**config.mk**
```make
export PLATFORM = sky130hd
export DESIGN_NAME = bscc_controller
export DESIGN_NICKNAME = d
export VERILOG_FILES = /design/src/hw/rtl/bipartite_scc_fixed_cells_macros.svh /design/src/hw/rtl/bscc_pkg.sv /design/src/hw/rtl/bscc_controller.sv
export SDC_FILE = /design/constraint.sdc
export NUM_CORES = 1
export LEC_CHECK = 0
export ABC_AREA = 1
export CORE_AREA = 3 3 40 42
export CTS_CLUSTER_DIAMETER = 100
export DETAILED_ROUTE_END_ITERATION = 10
export DIE_AREA = 0 0 43 45
export DONT_BUFFER_PORTS = 1
export GPL_ROUTABILITY_DRIVEN = 0
export SKIP_LAST_GASP = 1
export SLEW_MARGIN = 20
export SYNTH_ARGS = -nofsm -noshare
export SYNTH_HDL_FRONTEND = slang
export SYNTH_SLANG_ARGS = --single-unit
export TNS_END_PERCENT = 30
```
**constraint.sdc**
```tcl
create_clock -name clock -period 1.3 [get_ports clock]
set_input_delay 0.26 -clock clock [delete_from_list [all_inputs] [get_ports clock]]
set_output_delay 0.26 -clock clock [all_outputs]
set_load 0.01 [all_outputs]
```
**src/hw/rtl/bipartite_scc_fixed_cells_macros.svh**
```systemverilog
// Assertion helpers shared by the RTL.
`ifndef BIPARTITE_SCC_FIXED_CELLS_MACROS_SVH
`define BIPARTITE_SCC_FIXED_CELLS_MACROS_SVH

`ifndef SYNTHESIS
// Condition and consequence in the same cycle
`define BSCC_ASSERT_NOW(lbl, clk, rst, ante, cons) \
   lbl: assert property (@(posedge clk) disable iff (rst) (ante) |-> (cons)) \
      else $error("assertion failed");
// Consequence in the cycle after the condition
`define BSCC_ASSERT_NEXT(lbl, clk, rst, ante, cons) \
   lbl: assert property (@(posedge clk) disable iff (rst) (ante) |=> (cons)) \
      else $error("assertion failed");
`else
`define BSCC_ASSERT_NOW(lbl, clk, rst, ante, cons)
`define BSCC_ASSERT_NEXT(lbl, clk, rst, ante, cons)
`endif

`endif

```
**src/hw/rtl/bscc_pkg.sv**
```systemverilog
`timescale 1ns / 1ps
`default_nettype none
package bscc_pkg;

   // Matrix geometry
   localparam int MAX_ROWS = 32;
   localparam int MAX_COLS = 32;
   localparam int NUM_VERT = MAX_ROWS + MAX_COLS;
   localparam int ROW_W    = $clog2(MAX_ROWS);
   localparam int STEP_W   = $clog2(NUM_VERT);
   localparam int SIZE_W   = 6;
   localparam int DATA_W   = 32;

   // Register indexes
   localparam logic CSR_NUM_ROWS = 1'b0;
   localparam logic CSR_NUM_COLS = 1'b1;

   // Controller to datapath
   typedef struct packed {
      logic store_wr;
      logic build;
      logic close_step;
      logic emit_load;
   } bscc_cmd_type;

   // Datapath to controller
   typedef struct packed {
      logic job_done;
      logic out_free;
      logic emit_last;
   } bscc_stat_type;

endpackage
`default_nettype wire

```
**src/hw/rtl/bscc_controller.sv**
```systemverilog
`timescale 1ns / 1ps
`default_nettype none
module bscc_controller (
   input  wire                    clock,
   input  wire                    reset,
   input  wire                    req_valid,
   output logic                   req_ready,
   input  bscc_pkg::bscc_stat_type stat,
   output bscc_pkg::bscc_cmd_type  cmd
);
   import bscc_pkg::*;

   localparam logic [1:0] S_IDLE  = 2'd0;
   localparam logic [1:0] S_BUILD = 2'd1;
   localparam logic [1:0] S_CLOSE = 2'd2;
   localparam logic [1:0] S_EMIT  = 2'd3;

   logic [1:0]        state_ff, state_in;
   logic [STEP_W-1:0] step_ff, step_in;

   // commands
   always_comb begin
      req_ready      = (state_ff == S_IDLE);
      cmd.store_wr   = (state_ff == S_IDLE) && req_valid;
      cmd.build      = (state_ff == S_BUILD);
      cmd.close_step = (state_ff == S_CLOSE);
      cmd.emit_load  = (state_ff == S_EMIT) && stat.out_free;
   end

   // next state
   always_comb begin
      state_in = state_ff;
      step_in  = step_ff;
      unique case (state_ff)
         S_IDLE: begin
            if (req_valid && stat.job_done) begin
               state_in = S_BUILD;
            end
         end
         S_BUILD: begin
            state_in = S_CLOSE;
            step_in  = '0;
         end
         S_CLOSE: begin
            step_in = step_ff + STEP_W'(1);
            if (step_ff == STEP_W'(NUM_VERT - 1)) begin
               state_in = S_EMIT;
            end
         end
         S_EMIT: begin
            if (stat.out_free && stat.emit_last) begin
               state_in = S_IDLE;
            end
         end
         default: state_in = S_IDLE;
      endcase
   end

   always_ff @(posedge clock) begin
      if (reset) begin
         state_ff <= S_IDLE;
         step_ff  <= '0;
      end else begin
         state_ff <= state_in;
         step_ff  <= step_in;
      end
   end

endmodule
`default_nettype wire

```
==> flow_summary.ini, run 1 <==
[status]
status = finished clean

[sta]
finalCritPeriodShare_pct = 97.4
finalSetupViolCount = 0
tns_ns = 0
fin_worst_skew_ns = 0.00199
slew_headroom_pct = 84.4
period_minus_slack_ns = 1.27
tightest_slew_ns = 0.234
report.final.hold_viol_count = 0
fmax_mhz = 790
whs_ns = 0.0638
drv_slew = 0
rsz0062_at_grt = true

[critical_path]
slowest_stage = dfxtp_2
worstSetupEndpointType = output port
worst-path-buf-inv = 2
rrSetupSlack_ns = 0.04
crit_chain = buf_4 > ha_4 > buf_4
cp_slowest_stage_delay_ns = 0.33
cp_max_fo = 3
crit_required_ns = 1.04
worstSetupStartpointType = flop
crit_top_cell = buf_4
arrival_ns = 1.01
critPathKind = flop to output port
crit_family = flip-flops

[routing]
post_drt_wl_per_cell_um = 10.1
route.vias.total = 437
drcViolationCount = 0
antenna_left = 0
drt_wl_total_um = 928
drt-vias-per-instance = 4.75
dr.pass1.iters = 4
drtIter0Drc = 15

[pwr]
peakVddDrop_mv = 1.42
p_per_area_nw_per_um2 = 2190
p_leak_nw = 0.292
p_total_w = 0.00135

[clock_network]
clock-sinks = 8
insertion_delay_ns = 0.26
cts_tree = done
cts_max_level = 1
clockRootBuffer = clkbuf_4
ctsHoldBuffers = 0
cts_buffers = 3
clk_pin_slew_ns = 0.06
clockBufferDepth = 2

[grt]
grtUsageTotal_pct = 11.1
grt_pass1_wl_um = 1500
grt_start_max_net_pins = 6
antenna_found_initial = 0
grt_overflow_total = 0
grt_pass1_vias = 364

[floorplan]
die_y_um = 45
core_um2 = 1280
ios = 11
die_w_um = 43
rows = 13
die_area_um2 = 1940
start_util_pct = 37.3

[yosys]
synth_cells = 67
syn_avg_cell_area_um2 = 7.15
synth-seq-cells = 8
ys_warn_count = 0
netlist_area_um2 = 479
synth_seq_area_share_pct = 33.4
synth_cell_types = 14
synth_nets = 78

[final_layout]
postLayoutCoreUtil_pct = 47.8
syn2layout_area_growth_pct = 28.2
drive_gt1_share_pct = 29.9
mostFrequentLayoutCell = nand2_1
mostFrequentLayoutCells = nand2_1, inv_1, nor2_1, buf_4
layout.nets = 90
final_cells = 92
antenna_cells = 0

[placed_design]
dp_hpwl_um = 708
place_inst = 87
portBuffers = 0

[min_path]
min_path_type = primary input to flop

[run]
max_cap_violations = 0
==> per-layer routing <==
| metal | vias to the layer above | GRT usage, % | part of all wire, % |
|---|---|---|---|
| met4 | 0 | 12.7 | 4.5 |
| met3 | 4 | 3.98 | 7.5 |
| met1 | 183 | 13.2 | 48 |
| met5 | - | 0 | 0 |
| met2 | 18 | 14.4 | 40 |
| li1 | 232 | - | - |
==> cell usage after synthesis, drive strengths merged <==
master / n / share of area, %
inv: 10 / 7.8
o21ai: 1 / 1.8
nand2: 18 / 15
dfxtp: 8 / 33
a21oi: 5 / 5.2
nor2: 9 / 8.1
nor3b: 1 / 1.6
nand3: 6 / 6.3
ha: 5 / 13
o21bai: 1 / 3.9
nor3: 3 / 4.2
==> timing repair <==
item	4_1_cts	5_1_grt
gates resized for setup	5	6
setup endpoints to repair	3	5
buffers inserted	0	2
pin swaps	0	4
==> logic make-up (layout without fill, tap and decap cells) <==
| group | Yosys count | after routing | share of synthesized area, % |
|---|---|---|---|
| simple gates | 37 | 37 | 34.7 |
| buf+inv | 10 | 20 | 7.83 |
| flops | 8 | 8 | 33.4 |
| compound gates | 7 | 7 | 11.0 |
| fa+ha+maj | 5 | 5 | 13.1 |
==> flip-flops by register name, summed over array words and instances, names as in the netlist <==
register	count
step_ff	6
state_ff	2
==> area by class of cell <==
class / instances / area (um^2)
fill: 128 / 671
multi-input combinational: 49 / 320
sequential: 8 / 163
timing repair buffer: 7 / 52.6
inverter: 10 / 37.5
clock buffer: 3 / 22.5
tap: 15 / 18.8
==> path summary, 6_finish.rpt <==
kind / depth (start not counted) / from / to
worst max-delay path: 3 / state_ff[1] / cmd[1]
worst min-delay path: 1 / reset / step_ff[1]
worst min register to register: 2 / step_ff[1] / step_ff[1]
worst max register to register: 7 / state_ff[0] / step_ff[5]
==> worst register-to-register path, cell delays in order (launching register included) <==
cell     delay [ns]
dfxtp_2        0.33
inv_2          0.06
ha_4           0.30
nand2_4        0.07
nor3_4         0.19
nand3_1        0.09
nand2_1        0.08
nor2_2         0.03
==> metrics by stage <==
stage / cell area [um^2] / setup WS (ns)
5_1_grt: 614 / -0.0247
6_report: 614 / 0.0336
2_1_floorplan: 479 / 0.0347
3_3_place_gp: 536 / 0.0507
4_1_cts: 583 / -0.00602
3_5_place_dp: 536 / 0.000909
==> report_power, final <==
part           leakage [nW]  switching (W)  internal, W
registers            0.0656      0.0000345     0.000294
clock network        0.0138      0.0000913     0.000106
logic                 0.212       0.000428     0.000393
total                 0.292       0.000554     0.000793
No activity file was read; power rests on OpenSTA's default activity.
==> run 2, diff against run 1 <==
- REMOVE_ABC_BUFFERS: default -> 1
- TNS_END_PERCENT: 30 -> default
==> run 2 against run 1 <==
Critical path depth is the same; clock power about the same; global-route usage unchanged; maximum frequency unchanged; register-to-register slack about the same; flip-flop and latch count is the same; routed wire length did not move; sequential share of layout area did not move; setup slack unchanged; die area unchanged; cell area did not move; final cell count is the same.
==> flow_summary.ini, run 2 (synthesized netlist as in run 1, its figures left out) <==
[final_layout]
largest_register_ffs = 6
antenna_cells = 0
top_register = step_ff
layout.nets = 90
mostFrequentLayoutCell = nand2_1
drive_gt1_share_pct = 29.9
reg.largest.list = step_ff x6, state_ff x2
design_area_um2 = 614
mostFrequentLayoutCells = nand2_1, inv_1, nor2_1, buf_4
syn2layout_area_growth_pct = 28.2

[min_path]
min_from = reset
min_path_type = primary input to flop

[sta]
rsz0062_at_grt = true
slew_headroom_pct = 84.4
finalSetupViolCount = 0
drv_slew = 0
period_minus_slack_ns = 1.27
whs_ns = 0.0638
finalCritPeriodShare_pct = 97.4
fmax_mhz = 790
tightest_slew_ns = 0.234
fin_worst_skew_ns = 0.00199
report.final.hold_viol_count = 0

[critical_path]
crit_required_ns = 1.04
worstReg2RegStart = state_ff[0]
cp_slowest_stage_delay_ns = 0.33
crit_family = flip-flops
crit_top_cell = buf_4
worstSetupStartpointType = flop
worstSetupEndpointType = output port
arrival_ns = 1.01
worst-path-buf-inv = 2
crit_chain = buf_4 > ha_4 > buf_4
cp_max_fo = 3
slowest_stage = dfxtp_2
critPathKind = flop to output port
setup.worst_path.start = state_ff[1]

[routing]
drtIter0Drc = 15
post_drt_wl_per_cell_um = 10.1
dr.pass1.iters = 4
antenna_left = 0
drcViolationCount = 0
route.vias.total = 437
drt_wl_total_um = 928
drt-vias-per-instance = 4.75

[floorplan]
rows = 13
start_util_pct = 37.3
die_area_um2 = 1940
core_um2 = 1280
die_w_um = 43
die_y_um = 45
ios = 11

[clock_network]
cts_buffers = 3
clockBufferDepth = 2
clockRootBuffer = clkbuf_4
clock-sinks = 8
insertion_delay_ns = 0.26
cts_max_level = 1
clk_pin_slew_ns = 0.06
cts_tree = done

[grt]
grtUsageTotal_pct = 11.1
grt_pass1_wl_um = 1500
grt_overflow_total = 0
antenna_found_initial = 0
grt_start_max_net_pins = 6
grt_pass1_vias = 364

[pwr]
peakVddDrop_mv = 1.42
p_per_area_nw_per_um2 = 2190
p_leak_nw = 0.292

[placed_design]
portBuffers = 0
dp_hpwl_um = 708
dpl_cell_area_um2 = 536

[run]
max_cap_violations = 0

[status]
status = finished clean
run 2: area by class of cell:
cell class              instances  area, um^2
flip-flops and latches          8         163
fillers                       128         671
multi-input cells              49         320
well taps                      15        18.8
inverters                      10        37.5
clock buffers                   3        22.5
repair buffers                  7        52.6
run 2: worst reg2reg max path, cell delays in order, from the launching register on:
cell and delay (ns):
dfxtp_2 0.33, inv_2 0.06, ha_4 0.30, nand2_4 0.07, nor3_4 0.19, nand3_1 0.09
nand2_1 0.08, nor2_2 0.03
run 2: final timing paths:
check / endpoint / slack [ns] / cells past startpoint
worst min-delay path: step_ff[1] / 0.06 / 1
worst max-delay path: cmd[1] / 0.03 / 3
worst min register to register: step_ff[1] / 0.49 / 2
worst max register to register: step_ff[5] / 0.04 / 7
run 2: power by group:
part	total [W]	switching [W]	internal (W)
combinational	0.000821	0.000428	0.000393
sequential	0.000328	0.0000345	0.000294
clock	0.000197	0.0000913	0.000106
total	0.00135	0.000554	0.000793
run 2: per-layer routing:
layer  vias to the layer above  GRT usage (%)  part of all wire [%]
met5                         -              0                     0
met4                         0           12.7                   4.5
met3                         4           3.98                   7.5
met2                        18           14.4                    40
met1                       183           13.2                    48
li1                        232              -                     -
run 2: stage by stage:
| step | power, W | cells | setup TNS (ns) | setup slack, ns | util [%] |
|---|---|---|---|---|---|
| 2_1_floorplan | 0.000783 | 67 | 0 | 0.0347 | - |
| 3_3_place_gp | 0.000974 | 87 | 0 | 0.0507 | 41.7 |
| 3_5_place_dp | 0.000974 | 87 | 0 | 0.000909 | 41.7 |
| 4_1_cts | 0.00128 | 90 | -0.00916 | -0.00602 | 45.4 |
| 5_1_grt | 0.00145 | 92 | -0.0487 | -0.0247 | 47.8 |
| 6_report | 0.00135 | 92 | 0 | 0.0336 | 47.8 |
run 2: repair_timing:
item,CTS,global route
resized for setup,5,6
setup buffers,0,2
endpoints found under the setup margin,3,5
pin swaps,0,4
cloned,0,0
hold buffers,0,0
